==> src/rtl/core/trb_pkg.sv <==
// ----------------------------------------------------------------------------
// trb_pkg
// Shared constants, codes and controller/datapath interface types for the
// text row breaker.
// ----------------------------------------------------------------------------
package trb_pkg;

  localparam int MaxColumns  = 256;
  localparam int OffsetWidth = 24;
  localparam int MaxResults  = 3;

  localparam logic [7:0] ChTab   = 8'h09;
  localparam logic [7:0] ChLf    = 8'h0A;
  localparam logic [7:0] ChCr    = 8'h0D;
  localparam logic [7:0] ChSpace = 8'h20;

  localparam logic [15:0] ColMax = 16'hFFFF;

  localparam logic [1:0] KindLineBreak = 2'd0;
  localparam logic [1:0] KindWordWrap  = 2'd1;
  localparam logic [1:0] KindEndOfText = 2'd2;

  localparam logic [1:0] CfgTabWidth      = 2'd0;
  localparam logic [1:0] CfgWrapColumn    = 2'd1;
  localparam logic [1:0] CfgMinWrapColumn = 2'd2;

  typedef enum logic [3:0] {
    OP_NONE,
    OP_LATCH,
    OP_CR_LF,
    OP_CR_ROW,
    OP_ENQ,
    OP_MOD_START,
    OP_EVAL,
    OP_END_CR,
    OP_END_FINAL,
    OP_FLUSH
  } dp_op_e;

  typedef struct packed {
    dp_op_e op;
  } dp_cmd_t;

  typedef struct packed {
    logic in_cmd;
    logic crp;
    logic byte_is_lf;
    logic q_empty;
    logic ch_is_tab;
    logic mod_busy;
    logic ev_emits;
    logic emit_ok;
    logic staged_v;
    logic can_push;
  } dp_status_t;

  function automatic logic [15:0] sat_col(input logic [16:0] v);
    sat_col = v[16] ? ColMax : v[15:0];
  endfunction

endpackage

==> src/rtl/core/text_row_breaker_with_word_wrap_unit.sv <==
// ----------------------------------------------------------------------------
// text_row_breaker_with_word_wrap_unit
// Splits a byte stream into display rows with tab expansion and word wrap.
// ----------------------------------------------------------------------------
// Usage:
// The in channel carries one item per text byte (cmd_i low) or an end of
// text marker (cmd_i high). The out channel returns one item per finished
// row: its start offset, width, end kind and a flag on the last row caused
// by an input item. The cfg channel writes tab width, wrap column and minimum
// wrap column; it is always ready and should be used only while idle.
// One item is processed at a time; a tab byte also runs through the serial
// remainder unit. A word wrap re-reads the bytes after the break point from
// the text window memory, up to MAX_COLUMNS + 1 bytes. An item's results
// leave through a one-deep staging register and the output register: a row
// moves out when the item's next row is found, and the last row moves out
// once the item is finished and the output register can take it.
// If the receiver stalls, processing waits once both result registers are
// full; nothing is dropped. Reset returns all layout state and registers to
// their defaults and needs no clearing pass.
// ----------------------------------------------------------------------------
module text_row_breaker_with_word_wrap_unit #(
  parameter int MAX_COLUMNS  = trb_pkg::MaxColumns,
  parameter int OFFSET_WIDTH = trb_pkg::OffsetWidth
) (
  input  logic        clk_i,
  input  logic        rst_ni,
  input  logic        cfg_valid_i,
  output logic        cfg_ready_o,
  input  logic [1:0]  cfg_index_i,
  input  logic [7:0]  cfg_data_i,
  input  logic        in_valid_i,
  output logic        in_ready_o,
  input  logic        cmd_i,
  input  logic [7:0]  text_byte_i,
  output logic        out_valid_o,
  input  logic        out_ready_i,
  output logic [23:0] row_start_o,
  output logic [15:0] row_width_o,
  output logic [1:0]  row_end_kind_o,
  output logic        last_of_run_o
);

  trb_pkg::dp_cmd_t    dp_cmd;
  trb_pkg::dp_status_t dp_status;

  assign cfg_ready_o = 1'b1;

  trb_ctrl u_ctrl (
    .clk_i      (clk_i),
    .rst_ni     (rst_ni),
    .in_valid_i (in_valid_i),
    .in_ready_o (in_ready_o),
    .status_i   (dp_status),
    .cmd_o      (dp_cmd)
  );

  trb_dp #(
    .MAX_COLUMNS  (MAX_COLUMNS),
    .OFFSET_WIDTH (OFFSET_WIDTH)
  ) u_dp (
    .clk_i          (clk_i),
    .rst_ni         (rst_ni),
    .cfg_valid_i    (cfg_valid_i),
    .cfg_index_i    (cfg_index_i),
    .cfg_data_i     (cfg_data_i),
    .cmd_i          (cmd_i),
    .text_byte_i    (text_byte_i),
    .out_ready_i    (out_ready_i),
    .out_valid_o    (out_valid_o),
    .row_start_o    (row_start_o),
    .row_width_o    (row_width_o),
    .row_end_kind_o (row_end_kind_o),
    .last_of_run_o  (last_of_run_o),
    .cmd_in_i       (dp_cmd),
    .status_o       (dp_status)
  );

endmodule

==> src/rtl/core/trb_mod.sv <==
// ----------------------------------------------------------------------------
// trb_mod
// Bit-serial restoring remainder unit: column modulo tab width, one
// dividend bit per cycle.
// ----------------------------------------------------------------------------
module trb_mod (
  input  logic        clk_i,
  input  logic        rst_ni,
  input  logic        start_i,
  input  logic [15:0] dividend_i,
  input  logic [6:0]  divisor_i,
  output logic        busy_o,
  output logic [6:0]  rem_o
);

  logic [4:0]  cnt_q, cnt_d;
  logic [15:0] num_q, num_d;
  logic [6:0]  den_q, den_d;
  logic [6:0]  rem_q, rem_d;
  logic [7:0]  trial;

  always_comb begin
    cnt_d = cnt_q;
    num_d = num_q;
    den_d = den_q;
    rem_d = rem_q;
    trial = {rem_q, num_q[15]};
    if (start_i) begin
      cnt_d = 5'd16;
      num_d = dividend_i;
      den_d = divisor_i;
      rem_d = '0;
    end else if (cnt_q != '0) begin
      cnt_d = cnt_q - 5'd1;
      num_d = {num_q[14:0], 1'b0};
      if (trial >= {1'b0, den_q}) begin
        rem_d = 7'(trial - {1'b0, den_q});
      end else begin
        rem_d = trial[6:0];
      end
    end
  end

  always_ff @(posedge clk_i or negedge rst_ni) begin
    if (!rst_ni) begin
      cnt_q <= '0;
      num_q <= '0;
      den_q <= 7'd1;
      rem_q <= '0;
    end else begin
      cnt_q <= cnt_d;
      num_q <= num_d;
      den_q <= den_d;
      rem_q <= rem_d;
    end
  end

  assign busy_o = (cnt_q != '0);
  assign rem_o  = rem_q;

endmodule

==> src/rtl/core/trb_ctrl.sv <==
// ----------------------------------------------------------------------------
// trb_ctrl
// Sequencer for the row breaker: accepts an item, walks the byte queue and
// orders emissions and the final flush.
// ----------------------------------------------------------------------------
module trb_ctrl (
  input  logic                clk_i,
  input  logic                rst_ni,
  input  logic                in_valid_i,
  output logic                in_ready_o,
  input  trb_pkg::dp_status_t status_i,
  output trb_pkg::dp_cmd_t    cmd_o
);

  typedef enum logic [8:0] {
    S_IDLE    = 9'b000000001,
    S_END_CR  = 9'b000000010,
    S_END_FIN = 9'b000000100,
    S_CR_CHK  = 9'b000001000,
    S_RD      = 9'b000010000,
    S_CH      = 9'b000100000,
    S_MOD     = 9'b001000000,
    S_EV      = 9'b010000000,
    S_DONE    = 9'b100000000
  } state_e;

  state_e state_q, state_d;

  always_comb begin
    state_d    = state_q;
    cmd_o.op   = trb_pkg::OP_NONE;
    in_ready_o = 1'b0;
    case (state_q)
      S_IDLE: begin
        in_ready_o = 1'b1;
        if (in_valid_i) begin
          cmd_o.op = trb_pkg::OP_LATCH;
          state_d  = status_i.in_cmd ? S_END_CR : S_CR_CHK;
        end
      end
      S_END_CR: begin
        if (!status_i.crp) begin
          state_d = S_END_FIN;
        end else if (status_i.emit_ok) begin
          cmd_o.op = trb_pkg::OP_END_CR;
          state_d  = S_END_FIN;
        end
      end
      S_END_FIN: begin
        if (status_i.emit_ok) begin
          cmd_o.op = trb_pkg::OP_END_FINAL;
          state_d  = S_DONE;
        end
      end
      S_CR_CHK: begin
        if (!status_i.crp) begin
          cmd_o.op = trb_pkg::OP_ENQ;
          state_d  = S_RD;
        end else if (status_i.emit_ok) begin
          if (status_i.byte_is_lf) begin
            cmd_o.op = trb_pkg::OP_CR_LF;
            state_d  = S_DONE;
          end else begin
            cmd_o.op = trb_pkg::OP_CR_ROW;
          end
        end
      end
      S_RD: begin
        state_d = status_i.q_empty ? S_DONE : S_CH;
      end
      S_CH: begin
        if (status_i.ch_is_tab) begin
          cmd_o.op = trb_pkg::OP_MOD_START;
          state_d  = S_MOD;
        end else begin
          state_d = S_EV;
        end
      end
      S_MOD: begin
        if (!status_i.mod_busy) begin
          state_d = S_EV;
        end
      end
      S_EV: begin
        if (!status_i.ev_emits || status_i.emit_ok) begin
          cmd_o.op = trb_pkg::OP_EVAL;
          state_d  = S_RD;
        end
      end
      S_DONE: begin
        if (!status_i.staged_v) begin
          state_d = S_IDLE;
        end else if (status_i.can_push) begin
          cmd_o.op = trb_pkg::OP_FLUSH;
          state_d  = S_IDLE;
        end
      end
      default: begin
        state_d = S_IDLE;
      end
    endcase
  end

  always_ff @(posedge clk_i or negedge rst_ni) begin
    if (!rst_ni) begin
      state_q <= S_IDLE;
    end else begin
      state_q <= state_d;
    end
  end

endmodule

==> src/rtl/core/trb_dp.sv <==
// ----------------------------------------------------------------------------
// trb_dp
// Row breaker datapath: configuration, layout state, text window memory,
// tab remainder unit, staged result and output register.
// ----------------------------------------------------------------------------
module trb_dp #(
  parameter int MAX_COLUMNS  = trb_pkg::MaxColumns,
  parameter int OFFSET_WIDTH = trb_pkg::OffsetWidth
) (
  input  logic                clk_i,
  input  logic                rst_ni,
  input  logic                cfg_valid_i,
  input  logic [1:0]          cfg_index_i,
  input  logic [7:0]          cfg_data_i,
  input  logic                cmd_i,
  input  logic [7:0]          text_byte_i,
  input  logic                out_ready_i,
  output logic                out_valid_o,
  output logic [23:0]         row_start_o,
  output logic [15:0]         row_width_o,
  output logic [1:0]          row_end_kind_o,
  output logic                last_of_run_o,
  input  trb_pkg::dp_cmd_t    cmd_in_i,
  output trb_pkg::dp_status_t status_o
);

  localparam int AW = $clog2(MAX_COLUMNS + 1);
  localparam int Depth = 1 << AW;
  localparam int PW = $clog2(MAX_COLUMNS + 1);
  localparam int OW = OFFSET_WIDTH;

  logic [6:0]  tab_q;
  logic [7:0]  wrap_q, minw_q;

  logic [7:0]  byte_q, byte_d;
  logic [15:0] column_q, column_d;
  logic [OW-1:0] bo_q, bo_d, rs_q, rs_d, bpo_q, bpo_d, qoff_q, qoff_d;
  logic [15:0] bpc_q, bpc_d;
  logic        hbp_q, hbp_d, crp_q, crp_d;
  logic [PW-1:0] pend_q, pend_d;
  logic [1:0]  nres_q, nres_d;

  logic [7:0]  mem_q [Depth];
  logic [7:0]  rd_q;

  logic          st_v_q, st_v_d;
  logic [OW-1:0] st_start_q, st_start_d;
  logic [15:0]   st_width_q, st_width_d;
  logic [1:0]    st_kind_q, st_kind_d;
  logic          out_v_q, out_v_d;
  logic [23:0]   out_start_q, out_start_d;
  logic [15:0]   out_width_q, out_width_d;
  logic [1:0]    out_kind_q, out_kind_d;
  logic          out_last_q, out_last_d;

  logic [6:0]  tw, rem;
  logic        mod_busy;
  logic [16:0] plus1, tab_sum;
  logic [15:0] nc, ncp1, bpc1, prev1;
  logic        wrap_hit, ev_emits, can_push, emit_ok;
  logic        emit_en;
  logic [OW-1:0] e_start;
  logic [15:0] e_width;
  logic [1:0]  e_kind;
  trb_pkg::dp_op_e op;

  assign op = cmd_in_i.op;
  assign tw = (tab_q == '0) ? 7'd1 : tab_q;

  trb_mod u_mod (
    .clk_i      (clk_i),
    .rst_ni     (rst_ni),
    .start_i    (op == trb_pkg::OP_MOD_START),
    .dividend_i (column_q),
    .divisor_i  (tw),
    .busy_o     (mod_busy),
    .rem_o      (rem)
  );

  // Column arithmetic for the byte at the head of the queue.
  assign plus1   = {1'b0, column_q} + 17'd1;
  assign tab_sum = {1'b0, column_q} + 17'(tw) - 17'(rem);
  assign nc      = trb_pkg::sat_col((rd_q == trb_pkg::ChTab) ? tab_sum : plus1);
  assign ncp1    = trb_pkg::sat_col({1'b0, nc} + 17'd1);
  assign bpc1    = trb_pkg::sat_col({1'b0, bpc_q} + 17'd1);
  assign prev1   = trb_pkg::sat_col(plus1);

  assign wrap_hit = (wrap_q != '0) && (nc >= {8'd0, wrap_q})
                    && (nres_q != 2'(trb_pkg::MaxResults));
  assign ev_emits = (rd_q == trb_pkg::ChLf) || ((rd_q != trb_pkg::ChCr) && wrap_hit);
  assign can_push = !out_v_q || out_ready_i;
  assign emit_ok  = !st_v_q || can_push;

  always_comb begin
    status_o.in_cmd     = cmd_i;
    status_o.crp        = crp_q;
    status_o.byte_is_lf = (byte_q == trb_pkg::ChLf);
    status_o.q_empty    = (qoff_q == bo_q);
    status_o.ch_is_tab  = (rd_q == trb_pkg::ChTab);
    status_o.mod_busy   = mod_busy;
    status_o.ev_emits   = ev_emits;
    status_o.emit_ok    = emit_ok;
    status_o.staged_v   = st_v_q;
    status_o.can_push   = can_push;
  end

  always_comb begin
    byte_d   = byte_q;
    column_d = column_q;
    bo_d     = bo_q;
    rs_d     = rs_q;
    bpc_d    = bpc_q;
    bpo_d    = bpo_q;
    hbp_d    = hbp_q;
    crp_d    = crp_q;
    pend_d   = pend_q;
    qoff_d   = qoff_q;
    nres_d   = nres_q;
    emit_en  = 1'b0;
    e_start  = rs_q;
    e_width  = column_q;
    e_kind   = trb_pkg::KindLineBreak;
    case (op)
      trb_pkg::OP_LATCH: begin
        byte_d = text_byte_i;
        nres_d = '0;
      end
      trb_pkg::OP_CR_LF: begin
        crp_d    = 1'b0;
        emit_en  = 1'b1;
        e_width  = prev1;
        bo_d     = bo_q + OW'(1);
        column_d = '0;
        hbp_d    = 1'b0;
        pend_d   = '0;
        rs_d     = bo_q + OW'(1);
      end
      trb_pkg::OP_CR_ROW, trb_pkg::OP_END_CR: begin
        crp_d    = 1'b0;
        emit_en  = 1'b1;
        column_d = '0;
        hbp_d    = 1'b0;
        pend_d   = '0;
        rs_d     = bo_q;
      end
      trb_pkg::OP_ENQ: begin
        qoff_d = bo_q;
        bo_d   = bo_q + OW'(1);
      end
      trb_pkg::OP_END_FINAL: begin
        emit_en  = 1'b1;
        e_width  = prev1;
        e_kind   = trb_pkg::KindEndOfText;
        column_d = '0;
        bo_d     = '0;
        rs_d     = '0;
        bpc_d    = '0;
        bpo_d    = '0;
        hbp_d    = 1'b0;
        crp_d    = 1'b0;
        pend_d   = '0;
      end
      trb_pkg::OP_EVAL: begin
        if (rd_q == trb_pkg::ChCr) begin
          column_d = nc;
          crp_d    = 1'b1;
          qoff_d   = qoff_q + OW'(1);
        end else if (rd_q == trb_pkg::ChLf) begin
          // Once an item has its full set of rows, further rows are dropped.
          emit_en  = (nres_q != 2'(trb_pkg::MaxResults));
          e_width  = nc;
          column_d = '0;
          hbp_d    = 1'b0;
          pend_d   = '0;
          rs_d     = qoff_q + OW'(1);
          qoff_d   = qoff_q + OW'(1);
        end else if (wrap_hit) begin
          emit_en  = 1'b1;
          e_kind   = trb_pkg::KindWordWrap;
          column_d = '0;
          hbp_d    = 1'b0;
          pend_d   = '0;
          if (hbp_q) begin
            // The bytes after the break point are laid out again.
            e_width = bpc1;
            qoff_d  = bpo_q;
            rs_d    = bpo_q;
          end else if (qoff_q == rs_q) begin
            // A lone crossing byte stays in its row.
            e_width = ncp1;
            rs_d    = qoff_q + OW'(1);
            qoff_d  = qoff_q + OW'(1);
          end else begin
            e_width = prev1;
            rs_d    = qoff_q;
          end
        end else begin
          column_d = nc;
          if (wrap_q == '0) begin
            hbp_d  = 1'b0;
            pend_d = '0;
          end else if ((nc >= {8'd0, minw_q})
                       && ((rd_q == trb_pkg::ChSpace) || (rd_q == trb_pkg::ChTab))) begin
            hbp_d  = 1'b1;
            bpc_d  = nc;
            bpo_d  = qoff_q + OW'(1);
            pend_d = '0;
          end else if (hbp_q) begin
            if (pend_q < PW'(MAX_COLUMNS)) begin
              pend_d = pend_q + PW'(1);
            end else begin
              hbp_d  = 1'b0;
              pend_d = '0;
            end
          end
          qoff_d = qoff_q + OW'(1);
        end
      end
      default: begin
      end
    endcase
    if (emit_en) begin
      nres_d = nres_q + 2'd1;
    end
  end

  // Results are staged one deep so the last one of an item can be flagged.
  always_comb begin
    st_v_d      = st_v_q;
    st_start_d  = st_start_q;
    st_width_d  = st_width_q;
    st_kind_d   = st_kind_q;
    out_v_d     = out_v_q;
    out_start_d = out_start_q;
    out_width_d = out_width_q;
    out_kind_d  = out_kind_q;
    out_last_d  = out_last_q;
    if (out_v_q && out_ready_i) begin
      out_v_d = 1'b0;
    end
    if (emit_en) begin
      if (st_v_q) begin
        out_v_d     = 1'b1;
        out_start_d = 24'(st_start_q);
        out_width_d = st_width_q;
        out_kind_d  = st_kind_q;
        out_last_d  = 1'b0;
      end
      st_v_d     = 1'b1;
      st_start_d = e_start;
      st_width_d = e_width;
      st_kind_d  = e_kind;
    end else if (op == trb_pkg::OP_FLUSH) begin
      out_v_d     = 1'b1;
      out_start_d = 24'(st_start_q);
      out_width_d = st_width_q;
      out_kind_d  = st_kind_q;
      out_last_d  = 1'b1;
      st_v_d      = 1'b0;
    end
  end

  always_ff @(posedge clk_i) begin
    if ((op == trb_pkg::OP_LATCH) && !cmd_i) begin
      mem_q[bo_q[AW-1:0]] <= text_byte_i;
    end
    rd_q <= mem_q[qoff_q[AW-1:0]];
  end

  always_ff @(posedge clk_i) begin
    byte_q      <= byte_d;
    st_start_q  <= st_start_d;
    st_width_q  <= st_width_d;
    st_kind_q   <= st_kind_d;
    out_start_q <= out_start_d;
    out_width_q <= out_width_d;
    out_kind_q  <= out_kind_d;
    out_last_q  <= out_last_d;
  end

  always_ff @(posedge clk_i or negedge rst_ni) begin
    if (!rst_ni) begin
      tab_q    <= 7'd8;
      wrap_q   <= '0;
      minw_q   <= '0;
      column_q <= '0;
      bo_q     <= '0;
      rs_q     <= '0;
      bpc_q    <= '0;
      bpo_q    <= '0;
      hbp_q    <= 1'b0;
      crp_q    <= 1'b0;
      pend_q   <= '0;
      qoff_q   <= '0;
      nres_q   <= '0;
      st_v_q   <= 1'b0;
      out_v_q  <= 1'b0;
    end else begin
      if (cfg_valid_i) begin
        case (cfg_index_i)
          trb_pkg::CfgTabWidth:      tab_q  <= cfg_data_i[6:0];
          trb_pkg::CfgWrapColumn:    wrap_q <= cfg_data_i;
          trb_pkg::CfgMinWrapColumn: minw_q <= cfg_data_i;
          default: begin
          end
        endcase
      end
      column_q <= column_d;
      bo_q     <= bo_d;
      rs_q     <= rs_d;
      bpc_q    <= bpc_d;
      bpo_q    <= bpo_d;
      hbp_q    <= hbp_d;
      crp_q    <= crp_d;
      pend_q   <= pend_d;
      qoff_q   <= qoff_d;
      nres_q   <= nres_d;
      st_v_q   <= st_v_d;
      out_v_q  <= out_v_d;
    end
  end

  assign out_valid_o    = out_v_q;
  assign row_start_o    = out_start_q;
  assign row_width_o    = out_width_q;
  assign row_end_kind_o = out_kind_q;
  assign last_of_run_o  = out_last_q;

endmodule

==> config.mk <==
export PLATFORM = sky130hd
export DESIGN_NAME = text_row_breaker_with_word_wrap_unit
export DESIGN_NICKNAME = d
export VERILOG_FILES = /design/src/rtl/core/trb_pkg.sv /design/src/rtl/core/text_row_breaker_with_word_wrap_unit.sv /design/src/rtl/core/trb_mod.sv /design/src/rtl/core/trb_ctrl.sv /design/src/rtl/core/trb_dp.sv
export SDC_FILE = /design/constraint.sdc
export NUM_CORES = 2
export LEC_CHECK = 0
export BUFFER_PORTS_ARGS = -buffer_cell sky130_fd_sc_hd__buf_2
export CAP_MARGIN = 30
export CORE_ASPECT_RATIO = 1.5
export CORE_UTILIZATION = 55
export DETAILED_ROUTE_END_ITERATION = 8
export PLACE_DENSITY = 0.71
export SYNTH_ARGS = -nofsm -noshare
export SYNTH_HDL_FRONTEND = slang
export SYNTH_SLANG_ARGS = --single-unit
==> constraint.sdc <==
create_clock -name clk_i -period 12.28 [get_ports clk_i]
set_input_delay 1.228 -clock clk_i [delete_from_list [all_inputs] [get_ports clk_i]]
set_output_delay 1.228 -clock clk_i [all_outputs]
set_load 0.05 [all_outputs]
==> results.cfg <==
[timing]
finalMaxSlewViolations = 0
min_period_ps = 8210
tightest_slew_ps = 1160
slew_headroom_pct = 22.6
min_period_over_period_pct = 66.8
hold_violations = 0
max_freq_mhz = 122
hold_ws_ps = 313
fin_tns_setup_ps = 0
rsz0062_at_grt = no
fin_skew_ps = 72.1
setup_viol = 0

[grt]
antenna_found_initial = 22
grtUsageMet1_pct = 35.6
grt_pass1_wl_mm = 645
grt_use_met3_pct = 4.19
busiest_layer = met2
overflow = 0
grt_max_degree = 195
grt_pass1_vias = 89600
grtUsageMet2_pct = 47.3
track_usage_pct = 27.6

[die]
io_pins = 70
core_area_um2 = 320000
num_rows = 254
die_h_um = 697
start_util_pct = 55.4
die-area_um2 = 324000
die_w_um = 465

[status]
status = complete, no violations

[logic_synthesis]
syn_area_per_cell_um2 = 20.6
synth_top_family_by_area = multiplexers
synth_most_common_cell = edfxtp_1
async_flop_share_pct = 4.77
synth_edf_count = 4189
syn_nets = 8710
synth_seq_cells = 4407
ys_types = 92
synth_compound_area_share_pct = 2.39
syn_inst = 8618
synthAdderAreaFrac_pct = 0.514
synth_common_cells = edfxtp_1, mux4_2, nor2_1
synthSimpleGateAreaFrac_pct = 3.35
yosys_warnings = 0
synth_top_cells_by_area = edfxtp_1, mux4_2, dfrtp_1
syn_area_um2 = 177000
synth_top_flop_cell = edfxtp_1
netlist.area_leader.share_pct = 71.0
yosysSeqAreaShare_pct = 74.1
muxShareOfSynthArea_pct = 17.6
yosysTopAreaCell = edfxtp_1
synthXorXnorAreaFrac_pct = 0.643

[layout]
nNetsFinal = 8784
synthToLayoutAreaGrowth_pct = 10.3
drive_above_1_share_pct = 25.7
finalCoreUtilization_pct = 61.1
fill_cells = 21700

[setup_path]
r2r_setup_slack_ps = 4070
crit_start = u_dp.column_q[2]
cp.arrival_ps = 8900
crit_end = u_dp.st_width_q[3]
start_kind = register
worst-path-max-fanout = 19
cp.required_ps = 12980
r2r_start = u_dp.column_q[2]
cp-end-kind = register
reg2reg_depth = 23
critical_path_class = reg2reg
timing.rr.end = u_dp.st_width_q[3]

[detailed_routing]
dr.pass1.iters = 8
wl_per_cell_um = 33.7
dr_total_vias = 88400
ant_nets = 0
drtIter0Drc = 11200
drt_wl_total_mm = 447
drcViolationCount = 0
via_per_inst = 6.67

[clocking]
cts_tree = built
cts-buffers-inserted = 394
cts_root_buf = clkbuf_16
postCtsHoldBufs = 0
clk_latency_ps = 970
clk_pin_slew_ps = 70
cts_sinks = 4407
post-cts-setup-buffer-count = 0
post_cts_resized = 0
htreeDepth = 5
clockBufferDepth = 4

[min_path]
hold_class = in2async

[placed_design]
place_congestion = 0.931
port-buffer-count = 68
dp.final_hpwl_mm = 270

[power_and_ir_drop]
p_per_area_nw_per_um2 = 207
peakVddDrop_mv = 0.167
p_leak_nw = 60.0
p_total_mw = 40.5

[run]
max_cap_viol_count = 0
## worst min-delay path by stage
stage	endpoint	start	slack [ps]	depth (start not counted)
after CTS	u_dp.u_mod.rem_o[5]	rst_ni	290	1
final	u_dp.minw_q[5]	rst_ni	310	1
after detailed placement	u_dp.row_start_o[12]	u_dp.st_start_q[12]	410	0
after global placement	u_dp.row_start_o[11]	u_dp.st_start_q[11]	410	0
after global routing	u_dp.u_mod.rem_o[5]	rst_ni	350	1
after floorplan	u_dp.row_end_kind_o[0]	u_dp.st_kind_q[0]	400	0
## sequential cells by signal, summed over array words and instances, names as in the netlist, 8 cells and up
name              cells
u_dp.wrap_q           8
u_dp.st_width_q      16
u_dp.st_start_q      24
u_dp.mem_q         4096
u_dp.minw_q           8
u_dp.bpo_q           24
u_dp.rd_q             8
u_dp.e_start         24
u_dp.bo_q            24
u_dp.column_q        16
u_dp.qoff_q          24
u_dp.u_mod.num_q     16
u_dp.row_start_o     24
u_ctrl.state_q        9
u_dp.byte_q           8
u_dp.bpc_q           16
u_dp.row_width_o     16
u_dp.pend_q           9
## metrics by stage
step | setup slack, ps | instances | instance area, um^2
3_5_place_dp | 4370 | 12500 | 182000
3_3_place_gp | 4400 | 12500 | 182000
2_1_floorplan | 4210 | 8618 | 177000
4_1_cts | 4370 | 13200 | 195000
6_report | 4070 | 13300 | 195000
5_1_grt | 3900 | 13200 | 195000
## routing by layer
metal	wire, um	part of all wire [%]
met3	34500	7.7
met2	233000	52
met5	115	0.026
met4	20400	4.6
met1	159000	36
## critical path, stage by stage (launching register included)
cell and delay, ps:
dfrtp_1 610, inv_1 250, fa_1 550, inv_1 50, ha_1 370, a211oi_2 110, or3_1 450, a21bo_1 260
nand3_2 130, nand3_4 140, o22ai_1 610, inv_1 350, ha_1 390, a21o_1 170, a21oi_1 150, o21ai_0 120
a31oi_1 620, nand3_1 360, o31a_1 670, o21ai_2 770, o211ai_1 240, buf_4 270, a22o_1 190, a21o_1 140
## placed cells by master (no fill, tap or decap), drive strengths merged, types with 60 or more instances in the layout
cell type,n
a21oi,127
buf,227
clkbuf,480
clkinv,163
dfrtp,207
edfxtp,4189
ha,60
inv,102
mux4,1360
nand2,232
nand3,112
nor2,706
o21ai,191
xnor2,74
## layout make-up
class | instances | area (um^2) | area share (%)
antenna | 14 | 35.0 | 0.0179
clock buffer | 480 | 10300 | 5.27
clock inverter | 241 | 2310 | 1.18
inverter | 85 | 319 | 0.163
multi-input combinational | 3577 | 43700 | 22.4
sequential | 4407 | 131000 | 67.2
tap | 4224 | 5290 | 2.70
timing repair buffer | 227 | 2220 | 1.13
## power breakdown
part | internal, mW | switching [mW]
logic | 4.73 | 6.38
registers | 16.7 | 0.458
clock network | 6.80 | 5.47
total | 28.2 | 12.3
## cells by family after synthesis
| family | after synthesis |
|---|---|
| AND/OR/NAND/NOR | 1320 |
| flip-flops | 4407 |
| AO/OA/AOI/OAI | 642 |
| buffers and inverters | 634 |
| multiplexers | 1416 |
| other | 1 |
| XOR/XNOR | 130 |
| adder cells (fa/ha/maj) | 68 |
(Power assumes the default switching activity.)
